==> src/hdl/hfc_pkg.sv <==
// ----------------------------------------------------------------------------
// hfc_pkg
// shared types and constants of the hash frequency counter
// ----------------------------------------------------------------------------
`timescale 1ns / 1ps

package hfc_pkg;

	localparam int unsigned ACT_W      = 2;
	localparam int unsigned KEY_W      = 31;
	localparam int unsigned RES_CNT_W  = 16;
	localparam int unsigned WIDE_CNT_W = 32;
	localparam int unsigned HASH_MULT  = 17;
	localparam int unsigned PROBE_STEP = 23;

	typedef logic [KEY_W-1:0]      key_t;
	typedef logic [RES_CNT_W-1:0]  res_count_t;
	typedef logic [WIDE_CNT_W-1:0] wide_count_t;

	typedef enum logic [ACT_W-1:0] {
		ACT_CLEAR  = 2'd0,
		ACT_INSERT = 2'd1,
		ACT_QUERY  = 2'd2
	} action_t;

	typedef enum logic [2:0] {
		ST_INIT,
		ST_IDLE,
		ST_CLEAR,
		ST_PROBE,
		ST_EMIT
	} state_t;

	typedef struct packed {
		logic clear;
		logic update;
	} best_ctl_t;

endpackage

==> src/hdl/hfc_best.sv <==
// ----------------------------------------------------------------------------
// hfc_best
// most frequent entry tracker: highest count, lowest slot on a tie
// ----------------------------------------------------------------------------
`timescale 1ns / 1ps

module hfc_best #(
	parameter int unsigned SLOT_W     = 10,
	parameter int unsigned COUNT_BITS = 16
) (
	input  logic                  clk,
	input  logic                  arst_n,
	input  hfc_pkg::best_ctl_t    ctl,
	input  logic [SLOT_W-1:0]     slot,
	input  logic [COUNT_BITS-1:0] count,
	input  hfc_pkg::key_t         key,
	output logic [COUNT_BITS-1:0] best_count,
	output hfc_pkg::key_t         best_key
);

	logic [SLOT_W-1:0]     best_slot_q;
	logic [COUNT_BITS-1:0] best_count_q;
	hfc_pkg::key_t         best_key_q;
	logic                  wins;

	assign wins = (count > best_count_q) || ((count == best_count_q) && (slot < best_slot_q));

	always_ff @(posedge clk or negedge arst_n) begin
		if (!arst_n) begin
			best_slot_q  <= '0;
			best_count_q <= '0;
			best_key_q   <= '0;
		end else if (ctl.clear) begin
			best_slot_q  <= '0;
			best_count_q <= '0;
			best_key_q   <= '0;
		end else if (ctl.update && wins) begin
			best_slot_q  <= slot;
			best_count_q <= count;
			best_key_q   <= key;
		end
	end

	assign best_count = best_count_q;
	assign best_key   = best_key_q;

endmodule

==> config.mk <==
export PLATFORM = sky130hd
export DESIGN_NAME = hfc_best
export DESIGN_NICKNAME = d
export VERILOG_FILES = /design/src/hdl/hfc_pkg.sv /design/src/hdl/hfc_best.sv
export SDC_FILE = /design/constraint.sdc
export NUM_CORES = 1
export LEC_CHECK = 0
export ABC_CLOCK_PERIOD_IN_PS = 4500
export BUFFER_PORTS_ARGS = -buffer_cell sky130_fd_sc_hd__buf_4
export CORE_AREA = 2 2 79 88
export DETAILED_ROUTE_END_ITERATION = 8
export DIE_AREA = 0 0 81 90
export PLACE_DENSITY = 0.81
export SLEW_MARGIN = 40
export SYNTH_ARGS = -nofsm -noshare
export SYNTH_HDL_FRONTEND = slang
export SYNTH_SLANG_ARGS = --single-unit
export TNS_END_PERCENT = 100
==> constraint.sdc <==
create_clock -name clk -period 4.5 [get_ports clk]
set_clock_uncertainty 0.15 [all_clocks]
set_input_delay 0.9 -clock clk [delete_from_list [all_inputs] [get_ports clk]]
set_output_delay 0.9 -clock clk [all_outputs]
set_load 0.05 [all_outputs]
== After elaboration in Yosys (flattened, before gate mapping) ==
Index checks and enable logic that the tools add are counted.

* $lt $le $gt $ge: 2
* Eq/ne operators: 1
* Multiplexer cells: 6
* Reductions and logical operators: 4

{| class="wikitable"
|+ Operators with widths
! operator !! number
|-
| $mux W31 || 2
|-
| $mux W16 || 2
|-
| $mux W10 || 2
|-
| $eq A16 B16 Y1 || 1
|-
| $gt A16 B16 Y1 || 1
|-
| $lt A10 B10 Y1 || 1
|-
| $logic_and A1 B1 Y1 || 2
|-
| $reduce_bool A2 Y1 || 1
|-
| $logic_or A1 B1 Y1 || 1
|}

* Register bits: 57
* Bits of input ports: 61

== Depth between registers and ports, before layout ==
Gate-level depths: netlist of the first run.

* Depth in word-level cells: 6
* Depth in mapped cells: 10
* Mapped depth without buffers: 8

== Worst setup path after synthesis of the first run ==
Ideal clock, no wire load.

* Path type: input-to-reg
* Start point: in count[0]
* End point: reg best_count_q[10] (netlist: best_count[10])
* Setup time: 0.124 ns
* Arrival time: 2.459 ns
* Data required time: 4.226 ns
* Setup slack: 1.768 ns
* Cell stages on the path: 10
* Buffers on the path: 2
* Cells stage by stage: inv_1 -> ha_1 -> nand2b_1 -> a2111oi_1 -> nor4_1 -> o21ai_1 -> a211oi_2 -> buf_6 -> buf_6 -> mux2i_1

* Word-level cells in the longest chain between the ends: 5

{| class="wikitable"
|+ RTL lines
! element !! line !! source
|-
| from (decl) || hfc_best.sv:15 || <nowiki>input logic [COUNT_BITS-1:0] count,</nowiki>
|-
| branches (longest 2 deep; another with $gt A16 B16 Y1) || - ||
|-
| $logic_or A1 B1 Y1 (*) || hfc_best.sv:26 || <nowiki>assign wins = (count > best_count_q) || ((count == best_count_q) && (slot < best_slot_q));</nowiki>
|-
| $logic_and A1 B1 Y1 (*) || hfc_best.sv:37 || <nowiki>end else if (ctl.update && wins) begin</nowiki>
|-
| $reduce_bool A2 Y1 (no line) (*) || - ||
|-
| to (signal assigned) || hfc_best.sv:39 || <nowiki>best_count_q <= count;</nowiki>
|-
| to (decl) || hfc_best.sv:22 || <nowiki>logic [COUNT_BITS-1:0] best_count_q;</nowiki>
|}

Every way passes the cells marked *.
A chain may end at the register's enable or synchronous reset.

== Worst setup path after layout of the first run ==
* Start point: in slot[5]
* End point: reg best_count_q[3] (netlist: best_count[3])

* Word-level cells in the longest chain between the ends: 5

{| class="wikitable"
|+ RTL lines
! element !! line !! source
|-
| from (decl) || hfc_best.sv:14 || <nowiki>input logic [SLOT_W-1:0] slot,</nowiki>
|-
| $lt A10 B10 Y1 || hfc_best.sv:26 ||
|-
| $logic_and A1 B1 Y1 || hfc_best.sv:26 ||
|-
| $logic_or A1 B1 Y1 || hfc_best.sv:26 ||
|-
| $logic_and A1 B1 Y1 || hfc_best.sv:37 ||
|-
| $reduce_bool A2 Y1 (no line) || - ||
|}

Every way passes these cells.

==> results of run 1 <==
## cell usage after synthesis (2+ instances only)
library cell  count
nand2b_1        115
dfrtp_1          57
mux2i_1          57
inv_1            26
ha_1             25
clkbuf_1         12
a21oi_1          10
nand2_1           5
nand4_1           5
buf_6             4
nor2_1            4
nand3_1           3
a21o_1            2
buf_2             2
o21ai_1           2
## routing by layer
layer	vias up	GRT usage (%)	part of all wire (%)
met1	1270	28.4	43
met4	0	9.60	1.4
li1	1303	-	-
met2	81	34.6	49
met3	11	4.72	6.3
met5	-	0	0
## cells in the final DEF, fill, tap and decap left out
master / instances
nand2b_1: 115
buf_4: 109
mux2i_1: 57
dfrtp_1: 57
inv_1: 26
ha_1: 25
a21oi_1: 10
clkbuf_8: 9
nand2_1: 5
nand4_1: 5
nor2_1: 4
clkinvlp_4: 4
nand3_1: 3
o21ai_1: 2
a21o_1: 2
bufinv_16: 2
a2111oi_1: 1
nor3_1: 1
nor4_1: 1
a211oi_1: 1
o211ai_1: 1
o21ai_0: 1
a31oi_1: 1
a211oi_4: 1
clkinv_2: 1
## flip-flops by register name (all words and copies together), names as in the netlist
register and count:
best_key 31, best_count 16, best_slot_q 10
## worst paths after layout
kind | from | endpoint | slack, ns
worst max-delay path | slot[5] | best_count[3] | 1.48
worst min-delay path | best_key[16] | best_key[16] | 0.39
worst max register to register | best_slot_q[5] | best_count[3] | 1.77
worst min register to register | best_key[16] | best_key[16] | 0.39
max in group asynchronous | arst_n | best_count[1] | 3.25
min in group asynchronous | arst_n | best_slot_q[5] | 0.47
## kinds of logic after synthesis
family	count (synthesis)
compound gates	20
fa+ha+maj	25
buf+inv	44
flops	57
mux	57
simple gates	134
## where the power goes
| part | internal (mW) | total, mW | switching [mW] | leakage [nW] |
|---|---|---|---|---|
| Sequential | 0.552 | 0.579 | 0.0274 | 0.768 |
| Combinational | 0.166 | 0.413 | 0.247 | 1.30 |
| Clock | 0.310 | 0.528 | 0.217 | 0.0975 |
## cell type report
cell class                      count  area [um2]  area share, %
Clock buffer                        9         124           2.76
Sequential cell                    57        1430           31.8
Multi-Input combinational cell    236        1830           40.7
Inverter                           26        97.6           2.17
Timing Repair Buffer              109         818           18.2
Tap cell                           82         103           2.29
Clock inverter                      7        95.1           2.12
## through the flow
step	hold WS (ns)	power, mW	util [%]
3_3_place_gp	0.376	0.992	66.3
5_1_grt	0.423	1.60	69.7
4_1_cts	0.395	1.53	69.7
2_1_floorplan	0.364	0.862	-
3_5_place_dp	0.387	1.00	66.3
6_report	0.393	1.52	69.7
## worst reg2reg max path, delay by kind of cell, from the launching register on
family,cells,cell delay (ns)
fa+ha+maj,1,0.29
flops,1,0.35
compound gates,4,0.85
mux,1,0.28
buf+inv,2,0.65
simple gates,1,0.08
==> metrics.csv, run 1 <==
stage;metric;value;unit
cts;root_buffer;clkbuf_8;
floorplanning;ios;108;
global_routing;grt_pass1_vias;2717;
floorplanning;fp.dieW;81;um
cts;clk-insertion-delay-late;0.34;ns
route;dr.first_iter.drc_count;107;
min_path;hold_class;reg2reg;
cells_and_area;nNetsFinal;525;
setup_path;worstPathArrival;3.12;ns
setup_path;path_buf_inv;2;
synthesis;synth_xor_area_share;0;%
floorplanning;die-area;0.00729;mm2
floorplanning;row_count;31;
synthesis;synth_area;0.00344;mm2
synthesis;syn_inst;337;
power;p_per_area;338;mW/mm2
route;via_per_inst;5.07;
setup_path;crit_fanout;40;
floorplanning;start_util;53.5;%
setup_path;worstSetupPathType;in2reg;
route;wl;7480;um
cells_and_area;finalNonFillerCells;526;
route;drt_pass1_iterations;4;
placed_design;post-place-cells;510;
sta;setup_viol;0;
cts;post_cts_resized;0;
sta;final_max_slew_viol_count;0;
synthesis;synth.distinct_cells;23;
setup_path;crit_cells;9;
global_routing;grt_max_degree;115;
synthesis;ys_seq_elements;57;
sta;post-route-min-period;3.02;ns
cells_and_area;diodes;0;
global_routing;grt_pass1_wl;12300;um
route;vias;2665;
setup_path;crit_chain;buf_4, ha_1, a21oi_1, nand2_1, o21ai_0, a31oi_1, a211oi_4, buf_4, mux2i_1;
run_status;status;finished, final reports clean;
cts;path_clk_slew;0.06;ns
min_path;min_path_cells;2;
cts;ctsHoldBuffers;0;
placed_design;pre_cts_slack;1.07;ns
global_routing;antenna_found_initial;0;
placed_design;dp_hpwl;5290;um
setup_path;crit_top_cell;buf_4;
sta;layout_setup_ws;1.48;ns
placed_design;post_dp_cell_area;0.00427;mm2
flow_run;maxCapViolations;0;
cts;cts_buffers;9;
setup_path;rr_worst_depth;9;
cts;cts_setup_buffers;0;
synthesis;synth_top_area_share;41.4;%
synthesis;avgSynthCellArea;10.2;um2
setup_path;slowest_stage;buf_4;
cells_and_area;syn2layout_area_growth;30.4;%
sta;slew_headroom;49.8;%
global_routing;grt_overflow;0;
synthesis;synthMuxAreaShare;16.6;%
synthesis;synth_compound_area_share;3.60;%
cts;cts_tree;built;
cts;cts_sinks;57;
setup_path;slowest_delay;0.60;ns
power;vdd_drop_max;0.000188;V
placed_design;finalWeightedCongestion;0.768;
route;post_drt_wl_per_cell;14.2;um
setup_path;cp_data_required_time;4.60;ns
synthesis;yosys_warnings;0;
synthesis;synth_simple_gate_area_share;23.6;%
cts;h-tree-depth;3;
sta;final.setup.tns;0;ns
route;drc;0;
sta;fmax;0.332;GHz
setup_path;startpoint_type;input port;
floorplanning;core;0.00644;mm2
placed_design;io_buffers;107;
synthesis;synth_seq_area_share;41.4;%
sta;fin_crit_sh;67.0;%
synthesis;synth_area_leader_cell;dfrtp_1;
power;p_leak;2.16;nW
sta;hold_viol;0;
synthesis;synthTopCellsByArea;dfrtp_1 41%, nand2b_1 21%, mux2i_1 17%;
setup_path;critPathTopFamily;compound AO/OA/AOI/OAI gates;
synthesis;synth_nets;423;
sta;rsz0062_at_grt;no;
synthesis;ys.flop_type;dfrtp_1;
synthesis;synth_adder_area_share;9.09;%
route;final_antenna_net_count;0;
synthesis;synth_edf_count;0;
cells_and_area;final_cell_area;0.00449;mm2
synthesis;synth_top_family_by_area;simple AND/OR/NAND/NOR gates;
sta;tightest_slew;0.753;ns
cells_and_area;fillers;525;
global_routing;grt_use_total;21.8;%
synthesis;async_reset_ff_share;100;%
cts;clockBufferDepth;2;
floorplanning;fp.dieH;90;um
cells_and_area;drive_above_1_share;28.4;%
setup_path;critPathCaptureType;flip-flop;
No activity file was read; power rests on OpenSTA's default activity.
==> inputs of run 2 (changes only) <==
Settings changed: ABC_CLOCK_PERIOD_IN_PS 4500 to 2530, CORE_AREA 2 2 79 88 to 2 2 85 95, DIE_AREA 0 0 81 90 to 0 0 87 97, PLACE_DENSITY 0.81 to 0.73.
Clock period 4.5 ns to 2.53 ns, I/O delays scaled along.
==> metrics.csv, run 2 (synthesis gave the netlist of run 1 again) <==
stage;metric;value;unit;change
run_status;status;finished, final reports clean;;
route;vias;2701;;+1.4%
setup_path;crit_fanout;10;;-75%
cts;cts_tree;built;;
cells_and_area;drive_above_1_share;30.2;%;+1.8 points
global_routing;antenna_found_initial;0;;unchanged
cells_and_area;largest_register_ffs;31;;unchanged
cts;cts_buffers;9;;unchanged
setup_path;cp_data_required_time;2.63;ns;-1.97 ns
placed_design;post_dp_cell_area;0.00433;mm2;+1.5%
setup_path;rr_worst_depth;9;;unchanged
power;p_leak;2.26;nW;+4.4%
global_routing;grt_overflow;0;;unchanged
global_routing;grt_pass1_wl;12500;um;+1.6%
setup_path;slowest_delay;0.38;ns;-0.22 ns
route;drc;0;;unchanged
route;drt_pass1_iterations;4;;unchanged
cts;clockBufferDepth;2;;unchanged
route;via_per_inst;4.97;;-2.0%
setup_path;critPathCaptureType;flip-flop;;
route;post_drt_wl_per_cell;14.2;um;about the same
floorplanning;core;0.00739;mm2;+15%
sta;tightest_slew;0.755;ns;+0.00198 ns
placed_design;dp_hpwl;5190;um;-1.9%
cells_and_area;postLayoutCoreUtil;63.0;%;-6.7 points
cells_and_area;nNetsFinal;538;;+2.5%
global_routing;grt_pass1_vias;2732;;+0.55%
sta;post-route-min-period;2.33;ns;
setup_path;startpoint_type;flip-flop;;
sta;fin_crit_sh;92.0;%;
power;vdd_drop_max;0.000351;V;+87%
cts;root_buffer;clkbuf_8;;
setup_path;crit_cells;9;;unchanged
floorplanning;fp.dieW;87;um;+7.4%
global_routing;use_met2;28.8;%;-5.7 points
setup_path;path_buf_inv;2;;unchanged
setup_path;worstSetupPathType;reg2reg;;
cts;cts_sinks;57;;unchanged
global_routing;use_met1;23.9;%;-4.5 points
cells_and_area;diodes;0;;unchanged
sta;hold_viol;0;;unchanged
floorplanning;ios;108;;unchanged
flow_run;maxCapViolations;0;;unchanged
floorplanning;row_count;33;;+6.5%
sta;fmax;0.430;GHz;
sta;setup_viol;0;;unchanged
setup_path;worstPathArrival;2.42;ns;-0.70 ns
route;final_antenna_net_count;0;;unchanged
power;p_per_area;580;mW/mm2;+71%
cells_and_area;final_cell_area;0.00466;mm2;+3.8%
placed_design;finalWeightedCongestion;0.755;;-1.6%
cells_and_area;fillers;618;;+18%
setup_path;critPathTopFamily;compound AO/OA/AOI/OAI gates;;
floorplanning;die-area;0.00844;mm2;+16%
global_routing;use_met3;7.00;%;+2.3 points
sta;rsz0062_at_grt;no;;
floorplanning;start_util;46.6;%;-6.9 points
min_path;hold_class;in2reg;;
global_routing;grt_use_total;18.7;%;-3.1 points
setup_path;crit_chain;ha_1, nand2b_1, a2111oi_2, nor4_1, o21ai_1, a211oi_4, buf_6, clkbuf_16, mux2i_1;;
route;dr.first_iter.drc_count;78;;-27%
route;wl;7740;um;+3.4%
cells_and_area;syn2layout_area_growth;35.3;%;
cells_and_area;layout_common_cells;115 x nand2b_1, 115 x buf_4, 57 x mux2i_1, 57 x dfrtp_1, 26 x inv_1;;
placed_design;io_buffers;107;;unchanged
floorplanning;fp.dieH;97;um;+7.8%
cts;h-tree-depth;3;;unchanged
cells_and_area;seqCellArea;0.00143;mm2;unchanged
cells_and_area;multi_input_area;0.00184;mm2;+0.62%
sta;final_max_slew_viol_count;0;;unchanged
setup_path;slowest_stage;dfrtp_1;;
global_routing;grt_max_degree;115;;unchanged
cts;path_clk_slew;0.06;ns;about the same
min_path;min_path_cells;3;;+1
global_routing;grt-busiest-layer;met2;;
sta;slew_headroom;49.7;%;-0.13 points
cts;clk-insertion-delay-late;0.33;ns;about the same
setup_path;r2r_slack;0.20;ns;-1.57 ns
[run 2: cell types whose count changed in the layout (fill, tap and decap cells not counted), sizes merged]
cell	previous run	this run
clkinvlp	4	0
bufinv	2	1
buf	109	120
dlygate4sd3	0	1
clkbuf	9	15
[run 2: final timing paths]
kind	startpoint	to
max in group asynchronous	arst_n	best_key[24]
max	best_count[0]	best_slot_q[7]
min	key[28]	best_key[28]
max reg2reg	best_count[0]	best_slot_q[7]
min in group asynchronous	arst_n	best_key[17]
min reg2reg	best_slot_q[4]	best_slot_q[4]
[run 2: metal layers]
metal,share of wire (%),routed length [um]
met4,1.0,77
met3,8.3,640
met5,0,0
met1,45,3470
met2,46,3550
[run 2: metrics by stage]
stage	hold WS, ns	setup WS, ns	total power [mW]	std cells	TNS (ns)
final	0.283	0.203	2.70	544	0
after global placement	0.376	-0.114	1.79	521	-5.48
after CTS	0.108	0.0449	2.70	537	0
after global routing	0.271	0.0327	2.85	544	0
after detailed placement	0.381	-0.200	1.80	521	-9.10
after floorplan	0.0604	0.0509	1.53	337	0
[run 2: repair_timing]
action                                  in CTS  in global routing
gates resized for setup                      0                 10
endpoints found under the setup margin       0                 57
hold buffers                                 0                  1
setup buffers                                0                  3
endpoints found under the hold margin        0                 22
[run 2: tightest hold or removal path: cells and delay by family]
| kind | cells | cell delay (ns) |
|---|---|---|
| buf+inv | 1 | 0.11 |
| mux | 1 | 0.06 |
| simple gates | 1 | 0.05 |
[run 2: layout make-up]
type / count / share of cell area [%]
clock buffers: 14 / 3.71
clock inverters: 2 / 0.752
inverters: 26 / 2.10
multi-input cells: 236 / 39.4
flip-flops and latches: 57 / 30.6
well taps: 87 / 2.34
repair buffers: 122 / 21.1
[run 2: power breakdown]
group	internal, mW	switching, mW
Clock	0.535	0.350
Combinational	0.337	0.453
Sequential	0.982	0.0464
==> inputs of run 3 (changes only) <==
Settings changed: REMOVE_ABC_BUFFERS from default to 1.
==> metrics.csv, run 3 (synthesis gave the netlist of run 1 again) <==
stage;metric;value;unit;change
sta;rsz0062_at_grt;no;;
sta;setup_viol;0;;unchanged
floorplanning;die-area;0.00844;mm2;unchanged
setup_path;startpoint_type;flip-flop;;
floorplanning;fp.dieW;87;um;unchanged
cells_and_area;drive_above_1_share;29.8;%;-0.35 points
cells_and_area;syn2layout_area_growth;34.2;%;
floorplanning;start_util;46.6;%;unchanged
route;vias;2663;;-1.4%
sta;post-route-min-period;2.41;ns;+0.0840 ns
cts;clockBufferDepth;2;;unchanged
cts;cts_tree;built;;
sta;final_max_slew_viol_count;0;;unchanged
route;dr.first_iter.drc_count;82;;+5.1%
sta;hold_viol;29;;+29
run_status;violations;hold timing;;
setup_path;worstPathArrival;2.51;ns;+0.09 ns
placed_design;finalWeightedCongestion;0.742;;-1.7%
sta;tightest_slew;0.537;ns;-0.218 ns
sta;fin_crit_sh;95.3;%;+3.3 points
floorplanning;fp.dieH;97;um;unchanged
global_routing;grt_pass1_vias;2698;;-1.2%
power;vdd_drop_max;0.000432;V;+23%
placed_design;dp_hpwl;5270;um;+1.6%
sta;fmax;0.415;GHz;-3.5%
cells_and_area;largest_register_ffs;31;;unchanged
route;via_per_inst;4.97;;about the same
sta;final.setup.tns;0;ns;unchanged
route;wl;7400;um;-4.3%
flow_run;maxCapViolations;0;;unchanged
power;p_per_area;596;mW/mm2;+2.6%
floorplanning;ios;108;;unchanged
route;final_antenna_net_count;0;;unchanged
sta;whs;-0.0212;ns;-0.304 ns
cts;root_buffer;clkbuf_8;;
power;p_leak;2.22;nW;-1.7%
route;drt_pass1_iterations;4;;unchanged
global_routing;grt_pass1_wl;12300;um;-1.5%
floorplanning;row_count;33;;unchanged
cts;h-tree-depth;3;;unchanged
cells_and_area;final_common_cell;nand2b_1;;
placed_design;io_buffers;107;;unchanged
min_path;hold_class;in2async;;
cells_and_area;fillers;645;;+4.4%
route;drc;0;;unchanged
cts;clk-insertion-delay-late;0.34;ns;about the same
route;post_drt_wl_per_cell;13.8;um;-2.9%
cells_and_area;nNetsFinal;530;;-1.5%
cells_and_area;layout_common_cells;115 x nand2b_1, 108 x buf_4, 57 x dfrtp_1, 56 x mux2i_1, 26 x inv_1;;
setup_path;cp_data_required_time;2.63;ns;about the same
setup_path;worstSetupPathType;reg2reg;;
global_routing;grt_use_total;18.4;%;-0.33 points
setup_path;crit_fanout;17;;+7
cells_and_area;diodes;0;;unchanged
cts;cts_sinks;57;;unchanged
floorplanning;core;0.00739;mm2;unchanged
cts;cts_buffers;9;;unchanged
global_routing;grt_max_degree;115;;unchanged
global_routing;grt_overflow;0;;unchanged
run_status;status;finished with violations;;
cts;path_clk_slew;0.07;ns;about the same
sta;slew_headroom;64.2;%;+15 points
setup_path;critPathCaptureType;flip-flop;;
global_routing;antenna_found_initial;0;;unchanged
[run 3: cell types whose count changed in the layout (fill, tap and decap cells not counted), moves of 2 or more]
cell	delta
buf_4	-7
clkbuf_8	-3
clkbuf_1	-2
clkinvlp_4	+2
[run 3: where the power goes]
group	internal (mW)	switching (mW)	leakage, nW	total [mW]
Sequential	0.981	0.0467	0.768	1.03
Clock	0.554	0.401	0.106	0.955
Combinational	0.324	0.446	1.34	0.770
Total	1.86	0.894	2.22	2.75
[run 3: what timing repair did]
action                                  4_1_cts  5_1_grt
setup buffers                                 0        2
gates resized for setup                       1       14
pin swaps                                     0        3
cloned                                        0        0
endpoints found under the setup margin        3       57
hold buffers                                  0        0
[run 3: final cells by class]
| cell class | instances | area [um2] | share of cell area (%) |
|---|---|---|---|
| timing repair buffer | 114 | 917 | 19.8 |
| multi-input combinational | 236 | 1850 | 40.1 |
| inverter | 26 | 97.6 | 2.11 |
| clock buffer | 9 | 124 | 2.68 |
| sequential | 57 | 1430 | 30.9 |
| tap | 87 | 109 | 2.36 |
| clock inverter | 7 | 93.8 | 2.03 |
[run 3: final timing paths]
check                           slack, ns  cells past startpoint             end            from
worst max-delay path                 0.12                      9     best_key[4]   best_count[0]
worst min-delay path                -0.02                      1    best_key[30]          arst_n
worst max register to register       0.12                      9     best_key[4]   best_count[0]
worst min register to register       0.39                      2  best_slot_q[5]  best_slot_q[5]
max in group asynchronous            1.86                      1  best_count[10]          arst_n
min in group clk                     0.27                      3    best_key[27]         key[27]
[run 3: worst max-delay path: stages, from the launching register on]
cell	delay [ns]
dfrtp_1	0.41
ha_1	0.29
nand2b_1	0.19
a2111oi_4	0.36
nor4_2	0.08
o21ai_1	0.23
a211oi_4	0.10
buf_4	0.18
buf_12	0.16
mux2i_1	0.18
[run 3: per-stage QoR]
| stage | instance area, um2 | instances | total power [mW] | util [%] | setup WS (ns) |
|---|---|---|---|---|---|
| after floorplan | 3340 | 319 | 1.53 | - | -2.86 |
| after global placement | 4290 | 517 | 1.77 | 58.1 | -0.160 |
| after detailed placement | 4290 | 517 | 1.79 | 58.1 | -0.226 |
| after CTS | 4510 | 533 | 2.75 | 61.1 | 0.00274 |
| after global routing | 4620 | 536 | 2.88 | 62.5 | 0.00650 |
| final | 4620 | 536 | 2.75 | 62.5 | 0.119 |
[run 3: routing by layer]
metal | up-vias | track usage, % | wire (um)
li1 | 1319 | - | -
met1 | 1273 | 23.4 | 3140
met2 | 58 | 30.3 | 3810
met3 | 13 | 3.67 | 327
met4 | 0 | 6.85 | 124
met5 | - | 0 | 0
